==> src/chm_pkg.sv <==
package chm_pkg;

    localparam int KEY_W       = 64;
    localparam int VALUE_W     = 32;
    localparam int MODE_W      = 2;
    localparam int USED_W      = 11;
    localparam int BUCKET_W_MX = 16;

    localparam logic [MODE_W-1:0] MODE_INSERT = 2'd0;
    localparam logic [MODE_W-1:0] MODE_LOOKUP = 2'd1;
    localparam logic [MODE_W-1:0] MODE_DELETE = 2'd2;
    localparam logic [MODE_W-1:0] MODE_NONE   = 2'd3;

    localparam logic [VALUE_W-1:0] VALUE_NONE = '1;

    typedef struct packed {
        logic [MODE_W-1:0]      mode;
        logic [KEY_W-1:0]       key;
        logic [VALUE_W-1:0]     value;
        logic [BUCKET_W_MX-1:0] bucket;
    } op_t;

    typedef enum logic [1:0] {
        FR_IDLE,
        FR_HASH,
        FR_PUSH
    } front_state_t;

    typedef enum logic [2:0] {
        BK_CLEAR,
        BK_IDLE,
        BK_HEAD_RD,
        BK_HEAD_CHK,
        BK_ENT_CHK,
        BK_ACT
    } back_state_t;

endpackage

==> src/chm_queue.sv <==
module chm_queue (
    input  logic          clk,
    input  logic          rst_n,
    input  logic          push,
    input  chm_pkg::op_t  push_op,
    output logic          full,
    input  logic          pop,
    output chm_pkg::op_t  pop_op,
    output logic          empty
);

    chm_pkg::op_t mem_reg [2];
    logic         wr_ptr_reg;
    logic         wr_ptr_next;
    logic         rd_ptr_reg;
    logic         rd_ptr_next;
    logic [1:0]   count_reg;
    logic [1:0]   count_next;
    logic         do_push;
    logic         do_pop;

    assign full    = (count_reg == 2'd2);
    assign empty   = (count_reg == 2'd0);
    assign do_push = push && !full;
    assign do_pop  = pop && !empty;
    assign pop_op  = mem_reg[rd_ptr_reg];

    always_comb
    begin
        wr_ptr_next = wr_ptr_reg ^ do_push;
        rd_ptr_next = rd_ptr_reg ^ do_pop;
        count_next  = count_reg;
        if (do_push && !do_pop)
        begin
            count_next = count_reg + 2'd1;
        end
        else if (do_pop && !do_push)
        begin
            count_next = count_reg - 2'd1;
        end
    end

    always_ff @(posedge clk)
    begin
        if (do_push)
        begin
            mem_reg[wr_ptr_reg] <= push_op;
        end
    end

    always_ff @(posedge clk or negedge rst_n)
    begin
        if (!rst_n)
        begin
            wr_ptr_reg <= 1'b0;
            rd_ptr_reg <= 1'b0;
            count_reg  <= 2'd0;
        end
        else
        begin
            wr_ptr_reg <= wr_ptr_next;
            rd_ptr_reg <= rd_ptr_next;
            count_reg  <= count_next;
        end
    end

endmodule

==> config.mk <==
export PLATFORM = sky130hd
export DESIGN_NAME = chm_queue
export DESIGN_NICKNAME = d
export VERILOG_FILES = /design/src/chm_pkg.sv /design/src/chm_queue.sv
export SDC_FILE = /design/constraint.sdc
export NUM_CORES = 1
export LEC_CHECK = 0
export ABC_CLOCK_PERIOD_IN_PS = 5100
export BUFFER_PORTS_ARGS = -buffer_cell sky130_fd_sc_hd__clkbuf_2
export CAP_MARGIN = 20
export CORE_AREA = 4 4 152 154
export DETAILED_ROUTE_END_ITERATION = 12
export DIE_AREA = 0 0 156 158
export PLACE_DENSITY_LB_ADDON = 0.2
export SYNTH_ARGS = -nofsm -noshare
export SYNTH_HDL_FRONTEND = slang
export SYNTH_SLANG_ARGS = --single-unit
==> constraint.sdc <==
create_clock -name clk -period 5.1 [get_ports clk]
set_input_delay 0.51 -clock clk [delete_from_list [all_inputs] [get_ports clk]]
set_output_delay 0.51 -clock clk [all_outputs]
set_load 0.02 [all_outputs]
# == After elaboration in Yosys (flattened, before gate mapping) ==
# Memories as Yosys holds them, arrays and structs flattened.
# Index checks and enable logic that the tools add are counted.
# totals
reg_bits,4
ramBits,228
input_bits,118
out_inout_bits,116
elab_cells,23
memories,1
# memory_table
memory,words,width,read_ports,rd_ports_with_merged_regs,wr,line_no,text
mem_reg,2,114,1,0,1,chm_queue.sv:12,chm_pkg::op_t mem_reg [2];
# op_classes
addsub,2
eq_ne,1
n_mux,4
n_bitwise,2
reduce_logical,10
# ops
operator,n
1-bit logical AND,4
1-bit logical NOT,4
2-bit 2-to-1 mux,2
2-bit by 1-bit adder with 2-bit output (second input constant),1
2-bit equality test (second input constant),1
2-bit logical NOT,1
1-bit 2-to-1 mux,2
2-bit nonzero test,1
2-bit by 1-bit subtractor with 2-bit output (second input constant),1
1-bit XOR,2

# == Depth between registers and ports, before layout ==
# logic_depth
word_depth,7
ltp_mapped,6
mapped_depth_nobuf,6

# == Least setup slack after synthesis ==
# Ideal clock, no wire load.
# synth_timing
path_kind,flip-flop to flip-flop
startpoint,reg count_reg[1]
endpoint,mem mem_reg[1][0] (netlist bit) (enable)
setup_ns,0.487
t_arrival_ns,3.526
required_ns,4.613
path_slack_ns,1.088
stages_incl_launch_ff,4
path_buffers,0
period_less_slack_ns,4.012
path_cell_list,dfrtp_1 -> nor2b_1 -> nor2b_1 -> ha_1
# synth_via
elab_chain_len,5
# synth_rtl
item,line_no,text
from (decl),chm_queue.sv:17,logic [1:0] count_reg;
from (signal assigned),chm_queue.sv:63,count_reg <= count_next;
2-bit equality test,chm_queue.sv:22,assign full = (count_reg == 2'd2);
net full,chm_queue.sv:6,"output logic full,"
1-bit logical NOT,chm_queue.sv:24,assign do_push = push && !full;
1-bit logical AND,chm_queue.sv:24,
1-bit 2-to-1 mux,chm_queue.sv:45,if (do_push)
1-bit 2-to-1 mux (not written as such),chm_queue.sv:47,mem_reg[wr_ptr_reg] <= push_op;
to (decl),chm_queue.sv:12,
# The timed path passes the listed nets, and every way through them passes these cells.

==> impl_metrics.toml <==
[timing]
slew_headroom = 0.3792
hold_viol = 0
setup_viol = 0
tightestPinTransition_ps = 931.3
slew_violations = 0
max_freq_ghz = 0.3187
fin_tns_setup_ps = 0
timing.final.crit_share = 0.6152
worst_clock_skew_ps = 15.31
rsz0062_at_grt = "false"
period_needed_ps = 3137

[drt]
dr.pass1.iters = 7
viasPerCell = 4.617
first_iter_violations = 171
drt-total-wl_um = 16900
wl_per_cell_um = 18.23
antenna_left = 0
num_vias = 4280
drc = 0

[clocking]
cts_tree = "done"
cts_buffers = 26
cts_hold_buf = 1
cts.clk_slew.worst_paths_ps = 60
cts.repair.resized = 0
htreeDepth = 1
cts.sinks = 232
root_buffer = "clkbuf_16"
clk_latency_ps = 510
cts_setup_buffers = 0
clk_path_buf_depth = 3

[yosys]
ys_ff_latch = 232
yosysWarnings = 0
synth_fa_ha_area_frac = 0.004348
synth_xor_area_frac = 0.004059
synth_nets = 494
synthCells = 373
seq_area_frac_synth = 0.8048
synthMuxAreaShare = 0.1705
synthDistinctLibCells = 13
synth_top_family_by_area = "multiplexers"
synth_compound_area_frac = 0.0005798
netlist_area_um2 = 8632
yosys.area_share.simple = 0.002319
syn-mean-instance-area_um2 = 23.14

[power]
ir_drop_mv = 0.5290
power_density_nw_per_um2 = 628.2
swShare = 0.3127
internal-power_w = 0.004779
p_clk_frac = 0.286
p_leak_nw = 4.346
p_comb_frac = 0.309
p_sw_w = 0.002174
p_seq_frac = 0.405

[hold_path]
hold_class = "input port to flop"
hold_end = "mem_reg[0][37]"
hold_depth = 1
hp-start = "push_op[37]"

[place]
gp_congestion = 0.7071
numPortBuffers = 233
dp_hpwl_um = 11510
dp_cells = 878

[floorplanning]
dieWidth_um = 156
start_util = 0.3980
dieArea_um2 = 24650
die_y_um = 158
design.core.area_um2 = 21690
ios = 234
rows = 54

[setup_path]
cp_slowest_stage_delay_ps = 1030
crit_slowest_cell = "dfrtp_4"
critPathKind = "flop to primary output"
cp_num_buf_inv = 2
path_depth = 3
reg2regPathDepth = 4
r2r_setup_slack_ps = 2580
cp_top_family = "flip-flops"
path_max_fanout = 58
arrival_ps = 2630
worstReg2RegStart = "count_reg[1]"
critPathLaunchType = "flop"
critical_path_required_ps = 4590
crit_path_cell_trace = "buf_12 > mux2_2 > clkbuf_2"
end_kind = "primary output"
timing.rr.end = "mem_reg[0][62]"

[final_layout]
n_antenna_cell = 0
final_common_cell = "clkbuf_2"
area_delta_synth_final_pct = 28.22
final.fill_count = 1792
finalNetCount = 748
largest_reg_flops = 228
final_util = 0.5103
final_cells = 927
final_cell_mix = "clkbuf_2, edfxtp_1, mux2_2"
drive_above_1_share = 0.6136

[grt]
grt_pass1_vias = 4621
grt_usage = 0.1314
overflow = 0
antenna_found_initial = 0
grt_pass1_wl_um = 25270
grt_max_degree = 59

[flow_run]
maxCapViolations = 0

[status]
status = "finished, final reports clean"
[routing by layer]
| metal | routed length [um] | track usage | part of all wire | vias to the layer above |
|---|---|---|---|---|
| li1 | - | - | - | 1994 |
| met1 | 6939 | 0.1698 | 0.41 | 2078 |
| met2 | 7810 | 0.2104 | 0.46 | 188 |
| met3 | 1860 | 0.05467 | 0.11 | 20 |
| met4 | 289 | 0.02751 | 0.017 | 0 |
| met5 | 0 | 0 | 0 | - |
[cells by family after synthesis]
group	Yosys count
buf+inv	15
simple gates	4
mux	114
fa+ha+maj	3
compound gates	1
flops	232
xor+xnor	4
[Yosys cell counts, drive strengths merged]
cell,count,area share
inv,2,0.00087
o21ai,1,0.00058
mux2,114,0.17
nor2,2,0.00087
dfrtp,4,0.012
xor2,2,0.0020
ha,3,0.0043
nor2b,2,0.0014
edfxtp,228,0.79
xnor2,2,0.0020
buf,13,0.013
[worst max-delay path by stage]
stage               slack (ps)       endpoint          from
finish                    1960     pop_op[99]    rd_ptr_reg
global route              1830     pop_op[99]    rd_ptr_reg
CTS                       1930     pop_op[99]    rd_ptr_reg
detailed placement        2490  mem_reg[1][7]          push
global placement          2530     pop_op[99]    rd_ptr_reg
floorplan                 1090  mem_reg[1][0]  count_reg[1]
[power groups by stage]
stage | Sequential, W | Combinational [W] | Clock, W
after floorplan | 0.00277 | 0.00164 | 0
after global placement | 0.00284 | 0.00217 | 0
after detailed placement | 0.00287 | 0.00219 | 0
after CTS | 0.00283 | 0.00220 | 0.00205
after global routing | 0.00286 | 0.00230 | 0.00213
final | 0.00281 | 0.00215 | 0.00199
[per-stage QoR]
stage	hold WS [ps]	worst slack, ps	cell area, um^2	total power (W)
finish	185.3	1963	11070	0.006953
floorplan	214.4	1088	8632	0.004402
detailed placement	323.0	2491	10120	0.005060
CTS	156.6	1932	11070	0.007075
global placement	320.1	2527	10120	0.005005
global route	159.1	1831	11070	0.007294
[worst register-to-register path, stage by stage (launching register included)]
cell     delay (ps)
dfrtp_1         410
nor2b_1         160
nor2b_1         400
ha_4            530
buf_4           610
[cell type report]
type | instances | area (um^2) | area share
clock inverters | 21 | 264.0 | 0.02385
well taps | 280 | 350.3 | 0.03165
flip-flops and latches | 232 | 6950 | 0.6280
repair buffers | 239 | 1226 | 0.1108
multi-input cells | 126 | 1594 | 0.1440
inverters | 2 | 7.507 | 0.0006783
clock buffers | 27 | 675.6 | 0.06104
Note: power is estimated with default switching activity, not from simulation.
