### src/chm_pkg.sv
package chm_pkg;

    localparam int KEY_W       = 64;
    localparam int VALUE_W     = 32;
    localparam int MODE_W      = 2;
    localparam int USED_W      = 11;
    localparam int BUCKET_W_MX = 16;

    localparam logic [MODE_W-1:0] MODE_INSERT = 2'd0;
    localparam logic [MODE_W-1:0] MODE_LOOKUP = 2'd1;
    localparam logic [MODE_W-1:0] MODE_DELETE = 2'd2;
    localparam logic [MODE_W-1:0] MODE_NONE   = 2'd3;

    localparam logic [VALUE_W-1:0] VALUE_NONE = '1;

    typedef struct packed {
        logic [MODE_W-1:0]      mode;
        logic [KEY_W-1:0]       key;
        logic [VALUE_W-1:0]     value;
        logic [BUCKET_W_MX-1:0] bucket;
    } op_t;

    typedef enum logic [1:0] {
        FR_IDLE,
        FR_HASH,
        FR_PUSH
    } front_state_t;

    typedef enum logic [2:0] {
        BK_CLEAR,
        BK_IDLE,
        BK_HEAD_RD,
        BK_HEAD_CHK,
        BK_ENT_CHK,
        BK_ACT
    } back_state_t;

endpackage

### src/chm_front.sv
module chm_front #(
    parameter int NUM_BUCKETS = 256
) (
    input  logic                          clk,
    input  logic                          rst_n,
    input  logic                          clearing,
    input  logic                          in_valid,
    output logic                          in_ready,
    input  logic [chm_pkg::MODE_W-1:0]    in_mode,
    input  logic [chm_pkg::KEY_W-1:0]     in_key,
    input  logic [chm_pkg::VALUE_W-1:0]   in_value,
    output logic                          push,
    output chm_pkg::op_t                  push_op,
    input  logic                          q_full
);

    localparam int  BW      = (NUM_BUCKETS > 1) ? $clog2(NUM_BUCKETS) : 1;
    localparam bit  IS_POW2 = ((NUM_BUCKETS & (NUM_BUCKETS - 1)) == 0);
    localparam logic [BW:0]   NB_C   = (BW + 1)'(NUM_BUCKETS);
    localparam logic [BW-1:0] MASK_C = BW'(NUM_BUCKETS - 1);

    chm_pkg::front_state_t          state_reg;
    chm_pkg::front_state_t          state_next;
    logic [chm_pkg::MODE_W-1:0]     mode_reg;
    logic [chm_pkg::KEY_W-1:0]      key_reg;
    logic [chm_pkg::VALUE_W-1:0]    value_reg;
    logic [chm_pkg::KEY_W-1:0]      fold_reg;
    logic [chm_pkg::KEY_W-1:0]      fold_next;
    logic [BW:0]                    rem_reg;
    logic [BW:0]                    rem_next;
    logic [BW-1:0]                  bucket_reg;
    logic [BW-1:0]                  bucket_next;
    logic [3:0]                     digit_reg;
    logic [3:0]                     digit_next;
    logic [chm_pkg::KEY_W-1:0]      fold_in;
    logic [BW:0]                    rem_step;
    logic                           accept;

    assign fold_in = {in_key[63:32], in_key[31:0] ^ in_key[63:32]};
    assign accept  = in_valid && in_ready;

    always_comb
    begin
        rem_step = rem_reg;
        for (int j = 0; j < 4; j++)
        begin
            rem_step = {rem_step[BW-1:0], fold_reg[63 - j]};
            if (rem_step >= NB_C)
            begin
                rem_step = rem_step - NB_C;
            end
        end
    end

    always_comb
    begin
        state_next  = state_reg;
        fold_next   = fold_reg;
        rem_next    = rem_reg;
        digit_next  = digit_reg;
        bucket_next = bucket_reg;
        in_ready    = 1'b0;
        push        = 1'b0;
        case (state_reg)
            chm_pkg::FR_IDLE:
            begin
                in_ready = !clearing;
                if (accept)
                begin
                    fold_next   = fold_in;
                    rem_next    = '0;
                    digit_next  = '0;
                    bucket_next = fold_in[BW-1:0] & MASK_C;
                    state_next  = IS_POW2 ? chm_pkg::FR_PUSH : chm_pkg::FR_HASH;
                end
            end
            chm_pkg::FR_HASH:
            begin
                fold_next  = {fold_reg[59:0], 4'd0};
                rem_next   = rem_step;
                digit_next = digit_reg + 4'd1;
                if (digit_reg == 4'd15)
                begin
                    bucket_next = rem_step[BW-1:0];
                    state_next  = chm_pkg::FR_PUSH;
                end
            end
            chm_pkg::FR_PUSH:
            begin
                push = 1'b1;
                if (!q_full)
                begin
                    state_next = chm_pkg::FR_IDLE;
                end
            end
            default:
            begin
                state_next = chm_pkg::FR_IDLE;
            end
        endcase
    end

    always_comb
    begin
        push_op        = '0;
        push_op.mode   = mode_reg;
        push_op.key    = key_reg;
        push_op.value  = value_reg;
        push_op.bucket = chm_pkg::BUCKET_W_MX'(bucket_reg);
    end

    always_ff @(posedge clk)
    begin
        if (accept)
        begin
            mode_reg  <= in_mode;
            key_reg   <= in_key;
            value_reg <= in_value;
        end
        fold_reg   <= fold_next;
        rem_reg    <= rem_next;
        bucket_reg <= bucket_next;
    end

    always_ff @(posedge clk or negedge rst_n)
    begin
        if (!rst_n)
        begin
            state_reg <= chm_pkg::FR_IDLE;
            digit_reg <= '0;
        end
        else
        begin
            state_reg <= state_next;
            digit_reg <= digit_next;
        end
    end

endmodule

### config.mk
export PLATFORM = sky130hd
export DESIGN_NAME = chm_front
export DESIGN_NICKNAME = d
export VERILOG_FILES = /design/src/chm_pkg.sv /design/src/chm_front.sv
export SDC_FILE = /design/constraint.sdc
export NUM_CORES = 1
export LEC_CHECK = 0
export BUFFER_PORTS_ARGS = -buffer_cell sky130_fd_sc_hd__buf_2
export CAP_MARGIN = 20
export CELL_PAD_IN_SITES_DETAIL_PLACEMENT = 2
export CELL_PAD_IN_SITES_GLOBAL_PLACEMENT = 2
export CORE_UTILIZATION = 27
export CTS_CLUSTER_DIAMETER = 40
export CTS_CLUSTER_SIZE = 16
export DETAILED_ROUTE_END_ITERATION = 8
export MAX_ROUTING_LAYER = met4
export PLACE_DENSITY_LB_ADDON = 0.25
export SYNTH_ARGS = -nofsm -noshare
export SYNTH_HDL_FRONTEND = slang
export SYNTH_SLANG_ARGS = --single-unit
export TNS_END_PERCENT = 50
### constraint.sdc
create_clock -name clk -period 6 [get_ports clk]
set_clock_uncertainty 0.1 [all_clocks]
set_input_delay 0.3 -clock clk [delete_from_list [all_inputs] [get_ports clk]]
set_output_delay 0.3 -clock clk [all_outputs]
set_load 0.005 [all_outputs]
==> results of run 1 <==
logic make-up after synthesis:
group | count (synthesis)
AOI/OAI and AO/OA | 1
xor gates and xnor gates | 8
buffers and inverters | 8
DFF | 107
other | 1
and+or+nand+nor | 3
layer usage:
layer  track usage [%]
met5                 -
met4              7.53
met3              6.22
met2              26.5
met1              14.8
per-stage QoR:
| step | worst slack (ns) | hold WS [ns] |
|---|---|---|
| after CTS | 4.21 | 0.00941 |
| after global placement | 4.25 | -0.0243 |
| after global routing | 4.12 | 0.0107 |
| after detailed placement | 4.22 | -0.0191 |
| after floorplan | 1.09 | -0.0956 |
==> flow_summary.json, run 1 <==
{
  "run_status": "did not finish",
  "stop_stage": "detailed routing (5_2_route)",
  "error_line": "[ERROR DRT-0255] Maze Route cannot find path of net clk in worker of routeBox ( 96600 96600 ) ( 113775 113775 ).",
  "synth_top_area_cell": "edfxtp_1",
  "ctsResizeCount": 0,
  "die_h_um": 114,
  "synth_compound_area_share_pct": 0.223,
  "yosys.area_share.simple_pct": 0.705,
  "ys_seq_elements": 107,
  "dpl.hpwl_mm": 7.39,
  "async_flop_share_pct": 0.935,
  "cts-root-buf": "clkbuf_16",
  "synthAdderAreaFrac_pct": 0,
  "ys_seq_area_share_pct": 95.1,
  "grt_pass1_vias": 2157,
  "htreeDepth": 3,
  "synth.cells.most_frequent": "edfxtp_1 (106), buf_4 (8), xor2_1 (8)",
  "cts.sinks": 107,
  "synth_top_area_share_pct": 94.4,
  "cts_inserted_buffers": 9,
  "track_usage_pct": 15.3,
  "antenna_found_initial": 1,
  "synth-xor-area-share_pct": 2.08,
  "synth.area.top_cells": "edfxtp_1 (94%), xor2_1 (2.1%), buf_4 (1.8%)",
  "synth_cell_types": 9,
  "gp_congestion": 0.676,
  "rows": 40,
  "io_pins": 219,
  "syn_inst": 128,
  "die_x_um": 114,
  "grt_max_degree": 58,
  "grt_pass1_wl_mm": 13.3,
  "overflow": 0,
  "post-synth-top-count-cell": "edfxtp_1",
  "synth_mux_area_share_pct": 0,
  "synth_edf_count": 106,
  "ys.flop_type": "edfxtp_1",
  "holdBufCountCts": 1,
  "placedCellCount": 508,
  "dpl_cell_area_um2": 4630,
  "start_util_pct": 27.9,
  "synth_top_family_by_area": "XOR/XNOR gates",
  "syn-cell-area_um2": 3370,
  "ys_warn_count": 0,
  "clockBufferDepth": 2,
  "io_buffers": 210,
  "post_cts_buffers": 0,
  "avgSynthCellArea_um2": 26.4
}
==> inputs of run 2 (changes only) <==
- CELL_PAD_IN_SITES_DETAIL_PLACEMENT: 2 -> not set
- CELL_PAD_IN_SITES_GLOBAL_PLACEMENT: 2 -> not set
- CORE_UTILIZATION: 27 -> 40
- CTS_CLUSTER_DIAMETER: 40 -> not set
- CTS_CLUSTER_SIZE: 16 -> not set
- MAX_ROUTING_LAYER: met4 -> not set
- PLACE_DENSITY_LB_ADDON: 0.25 -> 0.15
==> run 2 against run 1 <==
Against the previous run:
- synthesized cell count unchanged
- area after synthesis is the same
- global-route usage rose by 0.66 points
- the run now ends clean
==> flow_summary.json, run 2 <==
{
  "die_x_um": 93.8,
  "final.min_clock_period_ns": 1.69,
  "hold_violations": 0,
  "overflow": 0,
  "final_cell_count_no_fill": 511,
  "rows": 33,
  "drc": 0,
  "dieArea_um2": 8800,
  "ys_warn_count": 0,
  "drtAntennaViolNets": 0,
  "dr.pass1.iters": 3,
  "syn-cell-area_um2": 3370,
  "slew_headroom_pct": 58.8,
  "grt_max_degree": 51,
  "clockBufferDepth": 2,
  "die_h_um": 93.8,
  "cts-root-buf": "clkbuf_8",
  "grt_pass1_vias": 2060,
  "syn2layout_area_growth_pct": 55.5,
  "ys_seq_elements": 107,
  "final_common_cell": "buf_2",
  "finalWirelength_mm": 7.36,
  "via_per_inst": 4.22,
  "cp.arrival_ns": 1.58,
  "io_pins": 219,
  "gp_congestion": 0.680,
  "r2r_cells": 2,
  "fillerInstances": 625,
  "pwr_density_cell_nw_per_um2": 272,
  "reg2reg_slack_ns": 4.31,
  "largest_reg_flops": 64,
  "layout_common_cells": "buf_2 (211), edfxtp_1 (106), dlygate4sd3_1 (50), clkbuf_8 (9)",
  "ir_worst_vdd_v": 0.000146,
  "synth_top_area_share_pct": 94.4,
  "start_util_pct": 41.3,
  "layout-drive-gt1-share_pct": 56.4,
  "synth.cells.most_frequent": "edfxtp_1 (106), buf_4 (8), xor2_1 (8)",
  "async_flop_share_pct": 0.935,
  "worstPathRequired_ns": 5.89,
  "synth_cell_types": 9,
  "synth_top_area_cell": "edfxtp_1",
  "crit_start": "state_reg[1]$_DFFE_PN0P_",
  "leakage_nw": 2.23,
  "grt_pass1_wl_mm": 10.1,
  "post-synth-top-count-cell": "edfxtp_1",
  "clk_pin_slew_ns": 0.11,
  "finalSetupViolCount": 0,
  "finalNetCount": 504,
  "rsz0062_at_grt": "no",
  "crit_fanout": 50,
  "ctsResizeCount": 0,
  "clock_latency_ns": 0.34,
  "track_usage_pct": 16.0,
  "max_freq_ghz": 0.590,
  "tns_ns": 0,
  "maxCapViolCount": 0,
  "htreeDepth": 3,
  "tritoncts": "yes",
  "synth.area.top_cells": "edfxtp_1 (94%), xor2_1 (2.1%), buf_4 (1.8%)",
  "antennaDiodeCount": 0,
  "finalWorstSetupSlack_ns": 4.31,
  "ys_seq_area_share_pct": 95.1,
  "cts.sinks": 107,
  "placedCellCount": 444,
  "vias": 2157,
  "place_ws_ns": 4.11,
  "cts_inserted_buffers": 9,
  "ys.flop_type": "edfxtp_1",
  "critPathLaunchType": "flip-flop",
  "end_kind": "flip-flop",
  "drtIter0Drc": 46,
  "reg2reg_from": "state_reg[1]$_DFFE_PN0P_",
  "avgSynthCellArea_um2": 26.4,
  "worstSetupEndpoint": "mode_reg[1]$_DFFE_PP_",
  "run_status": "finished, final reports clean",
  "antenna_found_initial": 0,
  "worst_slew_pin_slew_ns": 0.617,
  "hp-class": "input pin to flip-flop",
  "dpl.hpwl_mm": 5.14,
  "fin_crit_sh_pct": 28.2,
  "syn_inst": 128,
  "slew_viol_final": 0,
  "r2r_end": "mode_reg[1]$_DFFE_PP_",
  "crit_type": "flip-flop to flip-flop",
  "synth_edf_count": 106,
  "core_um2": 8180,
  "wl_per_cell_um": 14.4,
  "io_buffers": 210
}
run 2: cell counts after synthesis:
No cell type changed its count.
run 2: logic make-up after synthesis:
logic type,count (synthesis),share of synthesized area [%]
other,1,0.111
and+or+nand+nor,3,0.705
DFF,107,95.1
xor gates and xnor gates,8,2.08
AOI/OAI and AO/OA,1,0.223
buffers and inverters,8,1.78
run 2: how the worst min path moves through the flow:
stage,startpoint,end,slack (ns),depth (start not counted)
after floorplan,rst_n,state_reg[1]$_DFFE_PN0P_,-0.1,0
after global placement,rst_n,state_reg[1]$_DFFE_PN0P_,-0.02,1
after detailed placement,rst_n,state_reg[1]$_DFFE_PN0P_,-0.02,1
after CTS,in_value[30],value_reg[30]$_DFFE_PP_,0.00004,1
after global routing,in_value[18],value_reg[18]$_DFFE_PP_,0.0002,1
final,in_value[18],value_reg[18]$_DFFE_PP_,0.02,1
run 2: cell type report:
type                    count  area [um2]  share of cell area [%]
clock inverters             7        73.8                    1.41
multi-input cells          20         138                    2.62
repair buffers            263        1570                    30.0
well taps                 105         131                    2.50
clock buffers               9         124                    2.36
flip-flops and latches    107        3210                    61.1
run 2: per-layer routing:
layer / GRT usage (%) / wire, um / vias up
met5: 0 / 0 / -
li1: - / - / 1029
met1: 17.5 / 2790 / 988
met2: 26.6 / 3620 / 131
met4: 7.82 / 116 / 0
met3: 6.72 / 842 / 9
run 2: critical path: stages, from the launching register on:
cell and delay [ns]:
dfrtp_1 0.45, nor3b_4 0.22, buf_4 0.53
run 2: timing repair:
action,4_1_cts,5_1_grt
hold buffers,42,8
hold endpoints to repair,42,8
setup buffers,0,0
run 2: metrics by stage:
| step | total power, mW | hold slack, ns | area [um2] | util, % |
|---|---|---|---|---|
| after floorplan | 0.920 | -0.0956 | 3400 | - |
| after global placement | 0.985 | -0.0232 | 4540 | 55.6 |
| after detailed placement | 0.988 | -0.0231 | 4540 | 55.6 |
| after CTS | 1.44 | 0.0000386 | 5160 | 63.1 |
| after global routing | 1.48 | 0.000210 | 5250 | 64.2 |
| final | 1.43 | 0.0190 | 5250 | 64.2 |
run 2: power by group:
| group | internal [mW] | leakage (nW) | switching (mW) | total (mW) |
|---|---|---|---|---|
| clock network | 0.196 | 0.102 | 0.235 | 0.432 |
| logic | 0.0691 | 1.13 | 0.0542 | 0.123 |
| registers | 0.864 | 0.995 | 0.00821 | 0.872 |
| total | 1.13 | 2.23 | 0.298 | 1.43 |
No activity file was read; power rests on OpenSTA's default activity.
==> inputs of run 3 (changes only) <==
- CORE_UTILIZATION: 40 -> 37
- clock period: 6 -> 1.45 ns (I/O delays scaled with it)
==> run 3 against run 2 <==
Against the previous run:
- the flow now stops in clock tree synthesis (4_1_cts)
- synthesized cell count unchanged
- area after synthesis unchanged
==> flow_summary.json, run 3 <==
{
  "cts_inserted_buffers": 9,
  "synth_cell_types": 9,
  "syn-cell-area_um2": 3370,
  "die_h_um": 97.5,
  "synth_edf_count": 106,
  "stop_stage": "clock tree synthesis (4_1_cts)",
  "error_line": "[ERROR RSZ-0060] Max buffer count reached.",
  "gp_congestion": 0.703,
  "ctsResizeCount": 1,
  "placedCellCount": 456,
  "synth.cells.most_frequent": "edfxtp_1 (106), buf_4 (8), xor2_1 (8)",
  "ys.flop_type": "edfxtp_1",
  "synth.area.top_cells": "edfxtp_1 (94%), xor2_1 (2.1%), buf_4 (1.8%)",
  "dpl_cell_area_um2": 4680,
  "ys_seq_elements": 107,
  "post-synth-top-count-cell": "edfxtp_1",
  "htreeDepth": 3,
  "synth_top_area_share_pct": 94.4,
  "post_cts_buffers": 1,
  "async_flop_share_pct": 0.935,
  "die_x_um": 97.5,
  "start_util_pct": 38.5,
  "syn_inst": 128,
  "cts-root-buf": "clkbuf_8",
  "ys_warn_count": 0,
  "io_pins": 219,
  "dpl.hpwl_mm": 5.38,
  "avgSynthCellArea_um2": 26.4,
  "ys_seq_area_share_pct": 95.1,
  "holdBufCountCts": 101,
  "io_buffers": 210,
  "run_status": "did not finish",
  "rows": 34,
  "cts.sinks": 107,
  "synth_top_area_cell": "edfxtp_1",
  "clockBufferDepth": 2
}
## run 3: cell counts after synthesis
No cell type changed its count.
## run 3: logic make-up after synthesis
group | synth area share (%)
flip-flops | 95.1
AND/OR/NAND/NOR | 0.705
XOR/XNOR | 2.08
buffers and inverters | 1.78
AO/OA/AOI/OAI | 0.223
other | 0.111
## run 3: per-stage QoR
step	hold WS [ns]	TNS [ns]	worst slack (ns)
2_1_floorplan	-0.323	-204.58	-2.05
3_3_place_gp	-0.251	0	0.0316
3_5_place_dp	-0.252	0	0.0128
